[config.mk]
export PLATFORM = sky130hd
export DESIGN_NAME = gradient_ramp_texel_generator
export DESIGN_NICKNAME = d
export VERILOG_FILES = /design/src/rtl/grtg_pkg.sv /design/src/rtl/grtg_datapath.sv /design/src/rtl/grtg_ctrl.sv /design/src/rtl/gradient_ramp_texel_generator.sv
export SDC_FILE = /design/constraint.sdc
export NUM_CORES = 1
export LEC_CHECK = 0
export BUFFER_PORTS_ARGS = -buffer_cell sky130_fd_sc_hd__clkbuf_2
export CELL_PAD_IN_SITES_DETAIL_PLACEMENT = 0
export CELL_PAD_IN_SITES_GLOBAL_PLACEMENT = 1
export CORE_MARGIN = 2
export CORE_UTILIZATION = 45
export DETAILED_ROUTE_END_ITERATION = 16
export GPL_ROUTABILITY_DRIVEN = 0
export PLACE_DENSITY_LB_ADDON = 0.2
export SLEW_MARGIN = 20
export SYNTH_ARGS = -nofsm -noshare
export SYNTH_HDL_FRONTEND = slang
export SYNTH_SLANG_ARGS = --single-unit
[constraint.sdc]
create_clock -name aclk -period 6.2 [get_ports aclk]
set_input_delay 0.31 -clock aclk [delete_from_list [all_inputs] [get_ports aclk]]
set_output_delay 0.31 -clock aclk [all_outputs]
set_load 0.03 [all_outputs]
[src/rtl/grtg_pkg.sv]
`default_nettype none

package grtg_pkg;

    localparam int DEF_RAMP_LENGTH = 64;
    localparam int DEF_ROW_COUNT   = 256;

    localparam int OFFSET_W   = 17;
    localparam int COLOR_W    = 32;
    localparam int CH_W       = 8;
    localparam int NUM_CH     = 4;
    localparam int ROW_OUT_W  = 8;
    localparam int IDX_OUT_W  = 6;
    localparam int S_TDATA_W  = 56;
    localparam int M_TDATA_W  = 48;
    localparam int DIV_CNT_W  = $clog2(CH_W);

    typedef enum logic [2:0] {
        ST_IDLE,
        ST_DECIDE,
        ST_PAD_LO,
        ST_DIV,
        ST_INTERP,
        ST_TAIL,
        ST_PAD_HI
    } state_t;

    typedef struct packed {
        logic load;
        logic set_j_zero;
        logic set_j_pos;
        logic div_start;
        logic div_step;
        logic emit;
        logic emit_interp;
        logic run_end;
        logic finish;
    } ctrl_cmd_t;

    typedef struct packed {
        logic in_gradient;
        logic last;
        logic pos_gt_prev;
        logic pos_full;
        logic j_at_pos;
        logic j_at_end;
        logic j_last_seg;
        logic j_last_row;
        logic div_done;
        logic out_free;
    } ctrl_status_t;

endpackage

`default_nettype wire

[src/rtl/grtg_datapath.sv]
`default_nettype none

module grtg_datapath #(
    parameter int RAMP_LENGTH = grtg_pkg::DEF_RAMP_LENGTH,
    parameter int ROW_COUNT   = grtg_pkg::DEF_ROW_COUNT
) (
    input  wire logic                           aclk,
    input  wire logic                           aresetn,
    input  wire logic [grtg_pkg::S_TDATA_W-1:0] s_tdata,
    input  wire logic                           s_tlast,
    input  wire grtg_pkg::ctrl_cmd_t            cmd,
    output grtg_pkg::ctrl_status_t              status,
    output logic                                m_tvalid,
    input  wire logic                           m_tready,
    output logic      [grtg_pkg::M_TDATA_W-1:0] m_tdata,
    output logic                                m_tlast
);
    import grtg_pkg::*;

    localparam int PW    = $clog2(RAMP_LENGTH + 1);
    localparam int RW    = (ROW_COUNT > 1) ? $clog2(ROW_COUNT) : 1;
    localparam int PRODW = OFFSET_W + PW + 1;
    localparam int QW    = CH_W + 2;

    // Stop registers and gradient state
    logic [PW-1:0]      pos_reg, prev_pos_reg, j_reg, len_reg;
    logic [COLOR_W-1:0] color_reg, prev_color_reg;
    logic               last_reg, inside_reg;
    logic [RW-1:0]      row_reg;
    logic [DIV_CNT_W-1:0] div_cnt_reg;

    // Per-channel divider and interpolation accumulators
    logic [CH_W-1:0] dvd_reg   [NUM_CH];
    logic [PW-1:0]   rem_reg   [NUM_CH];
    logic [CH_W-1:0] quo_reg   [NUM_CH];
    logic            neg_reg   [NUM_CH];
    logic [CH_W-1:0] acc_q_reg [NUM_CH];
    logic [PW-1:0]   acc_r_reg [NUM_CH];

    logic [PW-1:0]   rem_next   [NUM_CH];
    logic            quo_bit    [NUM_CH];
    logic [CH_W-1:0] acc_q_next [NUM_CH];
    logic [PW-1:0]   acc_r_next [NUM_CH];
    logic [CH_W-1:0] start_ch   [NUM_CH];
    logic [CH_W-1:0] end_ch     [NUM_CH];

    logic               m_valid_reg, m_last_reg;
    logic [M_TDATA_W-1:0] m_data_reg;

    logic [OFFSET_W-1:0] s_offset;
    logic [COLOR_W-1:0]  s_color;
    logic [PRODW-1:0]    prod;
    logic [PW+1:0]       pos_raw;
    logic [PW-1:0]       pos_in;
    logic [COLOR_W-1:0]  interp_color;
    logic [COLOR_W-1:0]  texel_color;

    assign s_offset = s_tdata[OFFSET_W-1:0];
    assign s_color  = s_tdata[OFFSET_W +: COLOR_W];

    // floor(offset * RAMP_LENGTH + 0.5), saturated at RAMP_LENGTH
    assign prod    = PRODW'(s_offset) * PRODW'(RAMP_LENGTH) + PRODW'(32768);
    assign pos_raw = prod[PRODW-1:16];
    assign pos_in  = (pos_raw > (PW+2)'(RAMP_LENGTH)) ? PW'(RAMP_LENGTH) : PW'(pos_raw);

    always_comb begin
        logic [PW:0]   shifted;
        logic [PW:0]   rsum;
        logic [PW-1:0] rd;
        logic [QW-1:0] qd;
        logic [QW-1:0] qsum;
        logic          wrap;
        for (int c = 0; c < NUM_CH; c++) begin
            start_ch[c] = prev_color_reg[c*CH_W +: CH_W];
            end_ch[c]   = color_reg[c*CH_W +: CH_W];

            // One restoring-division step of |e - s| by the segment length
            shifted     = {rem_reg[c], dvd_reg[c][CH_W-1]};
            quo_bit[c]  = (shifted >= {1'b0, len_reg});
            rem_next[c] = quo_bit[c] ? PW'(shifted - {1'b0, len_reg}) : PW'(shifted);

            // Floor quotient and remainder of the signed step
            if (neg_reg[c] && (rem_reg[c] != '0)) begin
                qd = QW'(0) - QW'(quo_reg[c]) - QW'(1);
                rd = len_reg - rem_reg[c];
            end else if (neg_reg[c]) begin
                qd = QW'(0) - QW'(quo_reg[c]);
                rd = rem_reg[c];
            end else begin
                qd = QW'(quo_reg[c]);
                rd = rem_reg[c];
            end

            // Advance the running quotient/remainder by one texel
            rsum          = {1'b0, acc_r_reg[c]} + {1'b0, rd};
            wrap          = (rsum >= {1'b0, len_reg});
            acc_r_next[c] = wrap ? PW'(rsum - {1'b0, len_reg}) : PW'(rsum);
            qsum          = QW'(acc_q_reg[c]) + qd + QW'(wrap);
            acc_q_next[c] = qsum[CH_W-1:0];

            interp_color[c*CH_W +: CH_W] = acc_q_reg[c];
        end
    end

    assign texel_color = cmd.emit_interp ? interp_color : color_reg;

    always_ff @(posedge aclk) begin
        if (cmd.load) begin
            pos_reg   <= pos_in;
            color_reg <= s_color;
            last_reg  <= s_tlast;
        end

        if (cmd.set_j_zero) begin
            j_reg <= '0;
        end else if (cmd.set_j_pos) begin
            j_reg <= pos_reg;
        end else if (cmd.div_start) begin
            j_reg <= prev_pos_reg;
        end else if (cmd.emit) begin
            j_reg <= j_reg + PW'(1);
        end

        if (cmd.div_start) begin
            len_reg     <= pos_reg - prev_pos_reg;
            div_cnt_reg <= '0;
        end else if (cmd.div_step) begin
            div_cnt_reg <= div_cnt_reg + DIV_CNT_W'(1);
        end

        for (int c = 0; c < NUM_CH; c++) begin
            if (cmd.div_start) begin
                neg_reg[c]   <= (end_ch[c] < start_ch[c]);
                dvd_reg[c]   <= (end_ch[c] < start_ch[c]) ? start_ch[c] - end_ch[c]
                                                          : end_ch[c] - start_ch[c];
                rem_reg[c]   <= '0;
                quo_reg[c]   <= '0;
                acc_q_reg[c] <= start_ch[c];
                acc_r_reg[c] <= '0;
            end else if (cmd.div_step) begin
                dvd_reg[c] <= {dvd_reg[c][CH_W-2:0], 1'b0};
                rem_reg[c] <= rem_next[c];
                quo_reg[c] <= {quo_reg[c][CH_W-2:0], quo_bit[c]};
            end else if (cmd.emit && cmd.emit_interp) begin
                acc_q_reg[c] <= acc_q_next[c];
                acc_r_reg[c] <= acc_r_next[c];
            end
        end

        if (cmd.emit) begin
            m_data_reg <= M_TDATA_W'({texel_color, IDX_OUT_W'(j_reg), ROW_OUT_W'(row_reg)});
            m_last_reg <= cmd.run_end;
        end
    end

    always_ff @(posedge aclk) begin
        if (!aresetn) begin
            inside_reg     <= 1'b0;
            prev_pos_reg   <= '0;
            prev_color_reg <= '0;
            row_reg        <= '0;
            m_valid_reg    <= 1'b0;
        end else begin
            if (cmd.finish) begin
                if (last_reg) begin
                    inside_reg     <= 1'b0;
                    prev_pos_reg   <= '0;
                    prev_color_reg <= '0;
                    row_reg        <= (row_reg == RW'(ROW_COUNT - 1)) ? '0 : row_reg + RW'(1);
                end else begin
                    inside_reg     <= 1'b1;
                    prev_pos_reg   <= pos_reg;
                    prev_color_reg <= color_reg;
                end
            end
            if (cmd.emit) begin
                m_valid_reg <= 1'b1;
            end else if (m_tready) begin
                m_valid_reg <= 1'b0;
            end
        end
    end

    always_comb begin
        status.in_gradient = inside_reg;
        status.last        = last_reg;
        status.pos_gt_prev = (pos_reg > prev_pos_reg);
        status.pos_full    = (pos_reg == PW'(RAMP_LENGTH));
        status.j_at_pos    = (j_reg == pos_reg);
        status.j_at_end    = (j_reg == PW'(RAMP_LENGTH));
        status.j_last_seg  = ((j_reg + PW'(1)) == pos_reg);
        status.j_last_row  = (j_reg == PW'(RAMP_LENGTH - 1));
        status.div_done    = (div_cnt_reg == DIV_CNT_W'(CH_W - 1));
        status.out_free    = !m_valid_reg || m_tready;
    end

    assign m_tvalid = m_valid_reg;
    assign m_tdata  = m_data_reg;
    assign m_tlast  = m_last_reg;

endmodule

`default_nettype wire

[src/rtl/grtg_ctrl.sv]
`default_nettype none

module grtg_ctrl (
    input  wire logic                   aclk,
    input  wire logic                   aresetn,
    input  wire logic                   s_tvalid,
    output logic                        s_tready,
    input  wire grtg_pkg::ctrl_status_t status,
    output grtg_pkg::ctrl_cmd_t         cmd
);
    import grtg_pkg::*;

    state_t state_reg, state_next;

    always_ff @(posedge aclk) begin
        if (!aresetn) begin
            state_reg <= ST_IDLE;
        end else begin
            state_reg <= state_next;
        end
    end

    always_comb begin
        state_next = state_reg;
        cmd        = '0;
        s_tready   = 1'b0;
        case (state_reg)
            ST_IDLE: begin
                s_tready = 1'b1;
                if (s_tvalid) begin
                    cmd.load   = 1'b1;
                    state_next = ST_DECIDE;
                end
            end
            ST_DECIDE: begin
                if (!status.in_gradient) begin
                    cmd.set_j_zero = 1'b1;
                    state_next     = ST_PAD_LO;
                end else if (status.pos_gt_prev) begin
                    cmd.div_start = 1'b1;
                    state_next    = ST_DIV;
                end else begin
                    state_next = ST_TAIL;
                end
            end
            ST_PAD_LO: begin
                if (status.j_at_pos) begin
                    state_next = ST_TAIL;
                end else if (status.out_free) begin
                    cmd.emit    = 1'b1;
                    cmd.run_end = status.j_last_seg && (!status.last || status.pos_full);
                end
            end
            ST_DIV: begin
                cmd.div_step = 1'b1;
                if (status.div_done) begin
                    state_next = ST_INTERP;
                end
            end
            ST_INTERP: begin
                if (status.j_at_pos) begin
                    state_next = ST_TAIL;
                end else if (status.out_free) begin
                    cmd.emit        = 1'b1;
                    cmd.emit_interp = 1'b1;
                    cmd.run_end     = status.j_last_seg && (!status.last || status.pos_full);
                end
            end
            ST_TAIL: begin
                if (status.last) begin
                    cmd.set_j_pos = 1'b1;
                    state_next    = ST_PAD_HI;
                end else begin
                    cmd.finish = 1'b1;
                    state_next = ST_IDLE;
                end
            end
            ST_PAD_HI: begin
                if (status.j_at_end) begin
                    cmd.finish = 1'b1;
                    state_next = ST_IDLE;
                end else if (status.out_free) begin
                    cmd.emit    = 1'b1;
                    cmd.run_end = status.j_last_row;
                end
            end
            default: begin
                state_next = ST_IDLE;
            end
        endcase
    end

endmodule

`default_nettype wire

[src/rtl/gradient_ramp_texel_generator.sv]
`default_nettype none

// Gradient ramp texel generator: feed the color stops of one gradient in
// order (offset in Q1.16, packed RGBA color, tlast on the final stop) and the
// block streams out the RAMP_LENGTH-texel row of that gradient with pad
// spread, one texel per cycle in ascending order while the output is not
// stalled, tlast marking the last texel a stop produced. Stops are taken
// one at a time. Each stop passes through accept, decide and close steps
// and through each pad or blend phase it enters; a first stop always
// enters the leading pad, a final stop the trailing pad, and a stop that
// blends from the previous one also passes through the per-channel step
// divider (one quotient bit per cycle). A stop placed at or before the
// previous one enters no leading phase. Rows are numbered modulo ROW_COUNT.
module gradient_ramp_texel_generator #(
    parameter int RAMP_LENGTH = grtg_pkg::DEF_RAMP_LENGTH,
    parameter int ROW_COUNT   = grtg_pkg::DEF_ROW_COUNT
) (
    input  wire logic                           aclk,
    input  wire logic                           aresetn,
    input  wire logic                           s_axis_tvalid,
    output logic                                s_axis_tready,
    // stop_offset[16:0], stop_color[48:17], zero fill[55:49]
    input  wire logic [grtg_pkg::S_TDATA_W-1:0] s_axis_tdata,
    input  wire logic                           s_axis_tlast,
    output logic                                m_axis_tvalid,
    input  wire logic                           m_axis_tready,
    // ramp_row[7:0], texel_index[13:8], red[21:14], green[29:22], blue[37:30],
    // alpha[45:38], zero fill[47:46]
    output logic      [grtg_pkg::M_TDATA_W-1:0] m_axis_tdata,
    output logic                                m_axis_tlast
);
    import grtg_pkg::*;

    ctrl_cmd_t    cmd;
    ctrl_status_t status;

    grtg_ctrl u_ctrl (
        .aclk     (aclk),
        .aresetn  (aresetn),
        .s_tvalid (s_axis_tvalid),
        .s_tready (s_axis_tready),
        .status   (status),
        .cmd      (cmd)
    );

    grtg_datapath #(
        .RAMP_LENGTH (RAMP_LENGTH),
        .ROW_COUNT   (ROW_COUNT)
    ) u_datapath (
        .aclk     (aclk),
        .aresetn  (aresetn),
        .s_tdata  (s_axis_tdata),
        .s_tlast  (s_axis_tlast),
        .cmd      (cmd),
        .status   (status),
        .m_tvalid (m_axis_tvalid),
        .m_tready (m_axis_tready),
        .m_tdata  (m_axis_tdata),
        .m_tlast  (m_axis_tlast)
    );

endmodule

`default_nettype wire

==> metrics.cfg, run 1 <==
[setup_path]
cp_top_family = adder cells
reg2reg_from = u_datapath.rem_reg[1][1]
critical_path_depth = 22
cpMaxStageDelayCell = or4_4
rrSetupSlack_ns = 0.32
path_max_fanout = 5
crit_top_cell = a21o_1
start_kind = register
crit_required_ns = 6.48
reg2regPathDepth = 22
crit_start = u_datapath.rem_reg[1][1]
critPathKind = register to register
arrival_ns = 6.15
crit_path_cell_trace = or4_4, nor4_4, nand2b_2, nand2_1, o21ai_0, ha_1, fa_2, fa_1, a21o_1, a21oi_2, o21bai_1, a211o_1, a21oi_2, inv_1, fa_1, fa_1, a21o_1, a21o_1, a21o_1, a21oi_1, xor2_1, o21ai_0
r2r_end = u_datapath.acc_q_reg[1][6]
endpoint = u_datapath.acc_q_reg[1][6]
critPathCaptureType = register
path_buf_inv = 1
max_stage_delay_ns = 0.53

[grt]
grt_first_pass_wirelength_mm = 89.93
met3_usage = 0.03664
grt-busiest-layer = met2
grt_pass1_vias = 17020
grtUsageTotal = 0.2251
grt_overflow_total = 0
grt_use_met1 = 0.3104
antenna_found_initial = 0
gr-usage-met2 = 0.3608
grt_max_degree = 84

[sta]
skew_ns = 0.02468
final-max-slew-violation-count = 0
finalSetupViolations = 0
fmax_mhz = 170.2
slew_headroom = 0.2697
rsz0062_at_grt = true
finalHoldViolations = 0
min_period_over_period = 0.9477
max_slew.worst_pin.slew_ns = 1.090
layout_min_cycle_time_ns = 5.876
layout_setup_ws_ns = 0.3240

[floorplanning]
io_pins = 112
die_x_um = 225.3
dieArea_sq_um = 50750
start_util = 0.4530
placementRows = 81
core_sq_um = 48650
dieHeight_um = 225.3

[final_layout]
largest_reg_flops = 46
final_cell_mix = edfxtp_1 (249), nand2_1 (217), ha_1 (212)
nets = 2734
area_growth_pct = 13.11
num_antenna_cells = 0
mostFrequentLayoutCell = edfxtp_1
fin_util = 0.5123
layout-drive-gt1-share = 0.1046

[clock_network]
clk_latency_ns = 0.56
h-tree-depth = 2
cts_tree = built
clock_path_buffers = 3
clock_sinks = 312
path_clk_slew_ns = 0.06
cts_buffers = 37
cts_root_buf = clkbuf_16

[synthesis]
netlist.area_leader.share = 0.3393
synth_area_sq_um = 22030
yosys_warnings = 0
ys_seq_area_frac = 0.3966
synth_top_cells_by_area = edfxtp_1 (34%), ha_1 (12%), dfxtp_1 (5.7%), xnor2_1 (5.4%), o21ai_0 (4.0%)
yosys.area.top_type = edfxtp_1
synth_edf_count = 249
syn_avg_cell_area_sq_um = 9.568
ys.flop_type = edfxtp_1
synthDistinctLibCells = 73
synth_seq_cells = 312
async_reset_ff_frac = 0
syn_inst = 2303

[power_and_ir_drop]
p_leak_nw = 9.879
power.density_nw_per_um2 = 274.6
ir_drop_mv = 0.2529

[status]
status = completed

[route]
vias = 17100
finalWirelength_mm = 56.95
firstDrtPassIters = 5
ant_nets = 0
via_per_inst = 5.554
drt_iter0_markers = 1114
drt-wirelength-per-cell_um = 18.50
drcViolationCount = 0

[placement]
post-place-ws_ns = 0.06126
dp_hpwl_mm = 39.71
numPortBuffers = 93

[job]
maxCapViolCount = 0

[worst_hold_path]
hold_class = primary input to register
min_from = s_axis_tdata[34]

## routing by layer
metal	wire length [um]	vias up
met1	27070	8199
met2	25660	354
li1	-	8459
met5	0	-
met4	1617	0
met3	2593	83
## Yosys cell counts (all sizes together), types with 10 or more instances
| cell | count |
|---|---|
| nor2b | 38 |
| and3 | 26 |
| xor2 | 59 |
| o21bai | 17 |
| o21a | 14 |
| inv | 182 |
| nor3 | 42 |
| fa | 33 |
| ha | 212 |
| dfxtp | 63 |
| nand3b | 13 |
| mux2i | 36 |
| nand2b | 14 |
| or3 | 42 |
| nor2 | 169 |
| a211oi | 14 |
| o41ai | 13 |
| a21o | 53 |
| nor4 | 10 |
| a31oi | 13 |
| xnor2 | 137 |
| nand3 | 42 |
| a21oi | 126 |
| nand4 | 13 |
| nand2 | 220 |
| o21ai | 181 |
| clkbuf | 74 |
| edfxtp | 249 |
| a21boi | 56 |
| buf | 12 |
## cell families after synthesis
kind of cell             synth area share
AND/OR/NAND/NOR                    0.1459
buffers and inverters             0.04662
multiplexers                      0.01942
XOR/XNOR                          0.07791
flip-flops                         0.3966
AO/OA/AOI/OAI                      0.1626
adder cells (fa/ha/maj)            0.1508
other                           0.0001702
## stage by stage
step | area [sq um] | total power, mW | hold slack (ns) | instances | TNS, ns
after detailed placement | 23350 | 4.682 | 0.4552 | 2977 | 0
after global routing | 24920 | 7.207 | 0.008972 | 3078 | -0.08496
after floorplan | 22060 | 4.157 | 0.4064 | 2304 | 0
final | 24920 | 6.844 | 0.01788 | 3078 | 0
after CTS | 24830 | 6.883 | 0.004638 | 3076 | 0
after global placement | 23350 | 4.642 | 0.4482 | 2977 | 0
## worst min-delay path by stage
stage | endpoint | depth (start not counted) | slack, ns
after floorplan | u_datapath.m_tdata[11] | 0 | 0.41
after global placement | u_datapath.div_cnt_reg[1] | 2 | 0.45
after detailed placement | u_datapath.prev_color_reg[7] | 2 | 0.46
after CTS | u_datapath.color_reg[17] | 1 | 0.005
after global routing | u_datapath.color_reg[17] | 1 | 0.009
final | u_datapath.color_reg[17] | 1 | 0.02
## power by group
group / switching [mW] / internal [mW]
combinational: 1.17 / 0.772
clock: 0.921 / 1.24
sequential: 0.189 / 2.55
## area by class of cell
| class | instances | area (sq um) |
|---|---|---|
| fill | 4505 | 23720 |
| multi-input combinational | 1722 | 12420 |
| sequential | 312 | 8738 |
| timing repair buffer | 171 | 1131 |
| clock buffer | 53 | 1060 |
| tap | 622 | 778.2 |
| inverter | 184 | 690.7 |
| clock inverter | 14 | 101.3 |
## what timing repair did
action / in CTS / in global routing
endpoints found under the hold margin: 32 / 0
gates resized for setup: 0 / 28
buffers inserted: 0 / 2
hold buffers: 32 / 0
endpoints found under the setup margin: 0 / 10
Power figures use the tool's default switching activity.
==> run 2, diff against run 1 <==
Settings changed: REMOVE_ABC_BUFFERS from default to 1.
==> run 2 against run 1 <==
Critical path depth up 4. Flip-flop and latch count unchanged. Hold slack better by 0.025 ns. Total power up 2.4%. Register-to-register slack better by 0.05 ns. Clock-buffer cell count up 3. Global-route usage down 1.0 points. Non-clock buffer count unchanged. Clock power up 9.3%. Maximum frequency up 0.90%. Clock skew up 0.0066 ns. Utilization up 0.37 points. Highest routed layer unchanged.
==> metrics.cfg, run 2 (synthesis gave the netlist of run 1 again) <==
[grt]
gr-usage-met2 = 0.3476  ; -0.01324
grt_max_degree = 80  ; -4.8%
met3_usage = 0.02738  ; -0.009257
grt_pass1_vias = 16880  ; -0.85%
grt-busiest-layer = met2
grtUsageTotal = 0.2149  ; -0.01019
grt_first_pass_wirelength_mm = 87.31  ; -2.9%
grt_use_met1 = 0.3033  ; -0.007146
grt_overflow_total = 0  ; unchanged
antenna_found_initial = 0  ; unchanged

[setup_path]
start_kind = register
r2r_end = u_datapath.acc_q_reg[3][6]
critPathKind = register to register
path_max_fanout = 5  ; unchanged
max_stage_delay_ns = 0.44  ; -0.09 ns
cp_top_family = compound AO/OA/AOI/OAI gates
reg2regPathDepth = 26  ; +18%
rrSetupSlack_ns = 0.38  ; +0.05 ns
reg2reg_from = u_datapath.len_reg[0]
crit_top_cell = a21o_1
crit_required_ns = 6.48  ; about the same
cpMaxStageDelayCell = fa_1
arrival_ns = 6.11  ; -0.04 ns
critPathCaptureType = register
path_buf_inv = 3  ; +2

[clock_network]
cts_tree = built
clk_latency_ns = 0.57  ; about the same
clock_sinks = 312  ; unchanged
cts_root_buf = clkbuf_16
clock_path_buffers = 3  ; unchanged
cts_buffers = 39  ; +5.4%
h-tree-depth = 2  ; unchanged
path_clk_slew_ns = 0.06  ; about the same

[sta]
max_slew.worst_pin.slew_ns = 1.001  ; -0.08956 ns
fmax_mhz = 171.7  ; +0.90%
layout_setup_ws_ns = 0.3766  ; +0.05261 ns
min_period_over_period = 0.9393  ; -0.008485
skew_ns = 0.03132  ; +0.006640 ns
slew_headroom = 0.3328  ; +0.06310
final-max-slew-violation-count = 0  ; unchanged
finalHoldViolations = 0  ; unchanged
layout_min_cycle_time_ns = 5.823  ; -0.05261 ns
hold_slack_ns = 0.04278  ; +0.02490 ns
setup_tns_ns = 0  ; unchanged
finalSetupViolations = 0  ; unchanged

[job]
maxCapViolCount = 0  ; unchanged

[placement]
post-place-ws_ns = 0.1159  ; +0.05461 ns
numPortBuffers = 93  ; unchanged
dp_cells = 2975  ; -0.067%
dp_hpwl_mm = 38.01  ; -4.3%

[final_layout]
nets = 2736  ; +0.073%
area_growth_pct = 13.92
mostFrequentLayoutCell = edfxtp_1
stdcell_count = 3084  ; +0.19%
final_cell_mix = edfxtp_1 (249), nand2_1 (217), ha_1 (211)
fillers = 4513  ; +0.18%
layout-drive-gt1-share = 0.1065  ; +0.001819
fin_util = 0.5160  ; +0.003678
largest_reg_flops = 46  ; unchanged

[route]
drt_iter0_markers = 1130  ; +1.4%
finalWirelength_mm = 54.11  ; -5.0%
ant_nets = 0  ; unchanged
firstDrtPassIters = 6  ; +1
vias = 16970  ; -0.74%
drcViolationCount = 0  ; unchanged
drt-wirelength-per-cell_um = 17.55  ; -5.2%
via_per_inst = 5.502  ; -0.93%

[power_and_ir_drop]
power.switching_mw = 2.251  ; -1.3%
p_leak_nw = 9.949  ; +0.71%
sequentialPowerShare = 0.389  ; -0.012
pwr-share-comb = 0.273  ; -0.011
clockPowerShare = 0.337  ; +0.022
power.density_nw_per_um2 = 279.2  ; +1.7%
ir_drop_mv = 0.2398  ; -5.2%
p_sw_frac = 0.3212  ; -0.01216
p_int_mw = 4.757  ; +4.3%

[floorplanning]
dieHeight_um = 225.3  ; unchanged
io_pins = 112  ; unchanged
start_util = 0.4530  ; unchanged
dieArea_sq_um = 50750  ; unchanged
die_x_um = 225.3  ; unchanged
placementRows = 81  ; unchanged
core_sq_um = 48650  ; unchanged

[worst_hold_path]
whs_endpoint = u_datapath.pos_reg[4]
min_from = s_axis_tdata[16]
whs_path_depth = 2  ; +1
hold_class = primary input to register

[status]
status = completed

==> run 2: changes by cell type in the layout (fill, tap and decap cells not counted), moves of 2 or more <==
| cell | previous run | this run |
|---|---|---|
| o21ai_2 | 4 | 1 |
| o21ai_1 | 7 | 9 |
| bufinv_16 | 1 | 4 |
| clkbuf_8 | 1 | 4 |
| clkinv_1 | 4 | 6 |
| clkinv_2 | 8 | 5 |
==> run 2: how the worst max path moves through the flow <==
| stage | start | to | slack [ns] | depth (start not counted) |
|---|---|---|---|---|
| floorplan | u_datapath.m_tvalid | u_datapath.m_tdata[21] | -0.58 | 4 |
| global placement | u_datapath.len_reg[0] | u_datapath.acc_q_reg[2][6] | 0.22 | 24 |
| detailed placement | u_datapath.len_reg[0] | u_datapath.acc_q_reg[3][6] | 0.12 | 26 |
| CTS | u_datapath.len_reg[0] | u_datapath.acc_q_reg[2][6] | 0.08 | 24 |
| global route | u_datapath.len_reg[0] | u_datapath.acc_q_reg[2][6] | -0.0009 | 26 |
| finish | u_datapath.len_reg[0] | u_datapath.acc_q_reg[3][6] | 0.38 | 26 |
==> run 2: area by class of cell <==
type	count	area [sq um]	share of cell area
inverter	184	693.2	0.02761
timing repair buffer	171	1134	0.04516
sequential	312	8738	0.3481
clock inverter	16	192.7	0.007676
antenna	1	2.502	0.00009969
tap	622	778.2	0.03100
clock buffer	56	1122	0.04471
multi-input combinational	1722	12440	0.4956
==> run 2: metal layers <==
metal	vias up	wire [um]
li1	8465	-
met1	8143	26350
met2	282	24860
met3	79	1813
met4	0	1086
met5	-	0
==> run 2: worst reg2reg max path: stages, from the launching register on <==
cell	delay (ns)
edfxtp_1	0.43
inv_4	0.14
ha_1	0.15
inv_1	0.06
fa_1	0.39
a21o_1	0.18
a21oi_2	0.17
xnor2_1	0.08
o21ai_1	0.21
ha_1	0.31
a21oi_1	0.17
o21ai_0	0.16
xor2_1	0.20
ha_1	0.36
nand4_1	0.11
nor2_1	0.04
a211o_1	0.26
a21oi_1	0.19
inv_1	0.08
fa_1	0.44
fa_1	0.42
a21o_1	0.18
a21o_1	0.20
a21o_1	0.19
a21oi_1	0.17
xor2_1	0.17
o21ai_0	0.08
==> run 2: what timing repair did <==
| action | CTS | global route |
|---|---|---|
| hold buffers | 33 | 0 |
| setup buffers | 0 | 3 |
| resized for setup | 0 | 33 |
| setup endpoints to repair | 0 | 8 |
| endpoints found under the hold margin | 33 | 0 |
==> run 2: power groups by stage <==
stage | Combinational [mW] | Sequential (mW) | Clock, mW
floorplan | 1.27 | 2.86 | 0
global placement | 1.83 | 2.77 | 0
detailed placement | 1.87 | 2.77 | 0
CTS | 1.90 | 2.73 | 2.43
global route | 2.14 | 2.76 | 2.49
finish | 1.91 | 2.73 | 2.36
==> run 2: stage by stage <==
step | area (sq um) | power, mW
6_report | 25100 | 7.008
5_1_grt | 25100 | 7.390
4_1_cts | 24960 | 7.062
3_5_place_dp | 23320 | 4.644
3_3_place_gp | 23320 | 4.601
2_1_floorplan | 21700 | 4.130
==> run 3, diff against run 2 <==
Settings changed: ABC_AREA from default to 1, CORE_UTILIZATION 45 to 43.
==> run 3 against run 2 <==
Non-clock buffer count is 15 lower. Cell area grew 1.2%. Sequential power grew 18%. Critical path depth is 2 higher. Largest cell class unchanged. Clock skew fell by 0.0093 ns. Clock power is essentially flat.
==> metrics.cfg, run 3 <==
[status]
status = completed

[clock_network]
clock_path_buffers = 3  ; unchanged
h-tree-depth = 2  ; unchanged
path_clk_slew_ns = 0.06  ; about the same
cts_root_buf = clkbuf_16
cts_tree = built
cts_buffers = 39  ; unchanged
clock_sinks = 312  ; unchanged
clk_latency_ns = 0.56  ; about the same

[setup_path]
reg2regPathDepth = 28  ; +7.7%
r2r_end = u_datapath.acc_q_reg[2][6]
path_max_fanout = 8  ; +3
arrival_ns = 6.02  ; -0.09 ns
reg2reg_from = u_datapath.rem_reg[2][1]
max_stage_delay_ns = 0.48  ; +0.04 ns
critPathCaptureType = register
crit_start = u_datapath.rem_reg[2][1]
rrSetupSlack_ns = 0.47  ; +0.10 ns
crit_required_ns = 6.49  ; about the same
cpMaxStageDelayCell = fa_1
start_kind = register
critPathKind = register to register

[grt]
grt_use_met1 = 0.2901  ; -0.01316
met3_usage = 0.02673  ; -0.0006460
antenna_found_initial = 0  ; unchanged
grt_pass1_vias = 18070  ; +7.1%
grt-busiest-layer = met2
gr-usage-met2 = 0.3517  ; +0.004154
grt_overflow_total = 0  ; unchanged
grtUsageTotal = 0.2109  ; -0.003967
grt_max_degree = 67  ; -16%
grt_first_pass_wirelength_mm = 91.58  ; +4.9%

[route]
drt_iter0_markers = 977  ; -14%
ant_nets = 0  ; unchanged
drcViolationCount = 0  ; unchanged
via_per_inst = 5.205  ; -5.4%
vias = 18450  ; +8.7%
finalWirelength_mm = 57.17  ; +5.7%
drt-wirelength-per-cell_um = 16.13  ; -8.1%
firstDrtPassIters = 7  ; +1

[final_layout]
mostFrequentLayoutCell = nand2_1
nets = 3141  ; +15%
stdcell_area_sq_um = 25410  ; +1.2%
num_antenna_cells = 0  ; -1
final_cell_mix = nand2_1 (550), inv_1 (348), edfxtp_1 (249)
layout-drive-gt1-share = 0.08098  ; -0.02548
area_growth_pct = 12.61
largest_reg_flops = 46  ; unchanged

[worst_hold_path]
whs_path_depth = 3  ; +1
whs_endpoint = u_datapath.row_reg[1]
min_from = aresetn
hold_class = primary input to register

[synthesis]
synth_common_cells = nand2_1 (551), inv_1 (348), edfxtp_1 (249)
netlist.area_leader.share = 0.3313  ; -0.008033
synth_seq_cells = 312  ; unchanged
synth_top_cells_by_area = edfxtp_1 (33%), ha_1 (12%), nand2_1 (9.2%), inv_1 (5.8%), dfxtp_1 (5.6%)
synthDistinctLibCells = 62  ; -15%
async_reset_ff_frac = 0  ; unchanged
yosysMostFrequentCell = nand2_1
syn_inst = 2713  ; +18%
ys_seq_area_frac = 0.3872  ; -0.009388
ys.flop_type = edfxtp_1
syn_avg_cell_area_sq_um = 8.319  ; -13%
yosys.area.top_type = edfxtp_1
synth_edf_count = 249  ; unchanged
yosys_warnings = 0  ; unchanged
synth_area_sq_um = 22570  ; +2.4%

[job]
maxCapViolCount = 0  ; unchanged

[sta]
setup_tns_ns = 0  ; unchanged
max_slew.worst_pin.slew_ns = 1.043  ; +0.04260 ns
hold_slack_ns = 0.07240  ; +0.02962 ns
layout_setup_ws_ns = 0.4717  ; +0.09511 ns
min_period_over_period = 0.9239  ; -0.01534
finalHoldViolations = 0  ; unchanged
layout_min_cycle_time_ns = 5.728  ; -0.09511 ns
fmax_mhz = 174.6  ; +1.7%
skew_ns = 0.02199  ; -0.009329 ns
finalSetupViolations = 0  ; unchanged
slew_headroom = 0.3020  ; -0.03086
final-max-slew-violation-count = 0  ; unchanged
rsz0062_at_grt = false

[power_and_ir_drop]
p_leak_nw = 11.12  ; +12%
power_mw = 9.637  ; +38%
ir_drop_mv = 0.3373  ; +41%
power.density_nw_per_um2 = 379.2  ; +36%

[floorplanning]
dieArea_sq_um = 54340  ; +7.1%
start_util = 0.4373  ; -0.01568
core_sq_um = 51610  ; +6.1%
dieHeight_um = 233.1  ; +3.5%
placementRows = 83  ; +2.5%
die_x_um = 233.1  ; +3.5%
io_pins = 112  ; unchanged

[placement]
dp_hpwl_mm = 40.82  ; +7.4%
post-place-ws_ns = 0.2939  ; +0.1780 ns
numPortBuffers = 93  ; unchanged
dpl_cell_area_sq_um = 23720  ; +1.7%

==> run 3: cell count changes in the layout (fill, tap and decap cells not counted), moves of 40 or more <==
cell	delta
inv_1	+167
or3_1	-40
a21boi_0	-52
nor2_1	+43
xor2_1	+84
a21oi_1	+112
a21o_1	-44
nand2_1	+333
xnor2_1	-91
nand3_1	+116
==> run 3: how the worst max path moves through the flow <==
stage	to	slack [ns]	cells past startpoint
5_1_grt	u_datapath.acc_q_reg[2][6]	0.05	28
3_5_place_dp	u_datapath.acc_q_reg[3][6]	0.29	28
6_report	u_datapath.acc_q_reg[2][6]	0.47	28
4_1_cts	u_datapath.acc_q_reg[3][6]	0.28	28
3_3_place_gp	u_datapath.acc_q_reg[3][6]	0.39	28
2_1_floorplan	u_datapath.acc_q_reg[2][6]	0.78	30
==> run 3: layer usage <==
layer / routed length, um / up-vias / share of wire
met4: 1151 / 0 / 0.020
met1: 27370 / 8663 / 0.48
met2: 26430 / 369 / 0.46
li1: - / 9340 / -
met5: 0 / - / 0
met3: 2216 / 80 / 0.039
==> run 3: cell families (layout without fill, tap and decap cells) <==
logic type | after synthesis | after routing | share of synthesized area
xor gates and xnor gates | 188 | 188 | 0.07296
DFF | 312 | 312 | 0.3872
adders and majority gates | 245 | 245 | 0.1468
AOI/OAI and AO/OA | 519 | 519 | 0.1276
buffers and inverters | 439 | 590 | 0.07667
and+or+nand+nor | 1009 | 1009 | 0.1886
other | 1 | 2 | 0.0001662
==> run 3: through the flow <==
| step | util | std cells |
|---|---|---|
| CTS | 0.4914 | 3539 |
| floorplan | - | 2638 |
| global route | 0.4924 | 3545 |
| detailed placement | 0.4596 | 3435 |
| finish | 0.4924 | 3545 |
| global placement | 0.4596 | 3435 |
==> run 3: power by group <==
part	switching [mW]	internal, mW	leakage [nW]
clock	0.919	1.45	0.642
combinational	2.71	1.35	7.65
sequential	0.288	2.93	2.83
==> run 3: critical path: cells and delay by family (launching register included) <==
| kind | cells | cell delay (ns) |
|---|---|---|
| DFF | 1 | 0.43 |
| adders and majority gates | 5 | 1.85 |
| and+or+nand+nor | 11 | 1.32 |
| xor gates and xnor gates | 2 | 0.33 |
| buffers and inverters | 4 | 0.56 |
| AOI/OAI and AO/OA | 6 | 0.97 |
==> run 3: area by class of cell <==
type | instances | area, sq um
clock buffer | 51 | 1094
clock inverter | 20 | 219.0
fill | 4877 | 26200
inverter | 363 | 1363
multi-input combinational | 1963 | 12130
sequential | 312 | 8738
tap | 680 | 850.8
timing repair buffer | 156 | 1021
==> run 3: timing repair <==
item,in CTS,in global routing
hold buffers,33,0
resized for setup,0,2
setup buffers,0,6
endpoints found under the hold margin,33,0
setup endpoints to repair,0,4
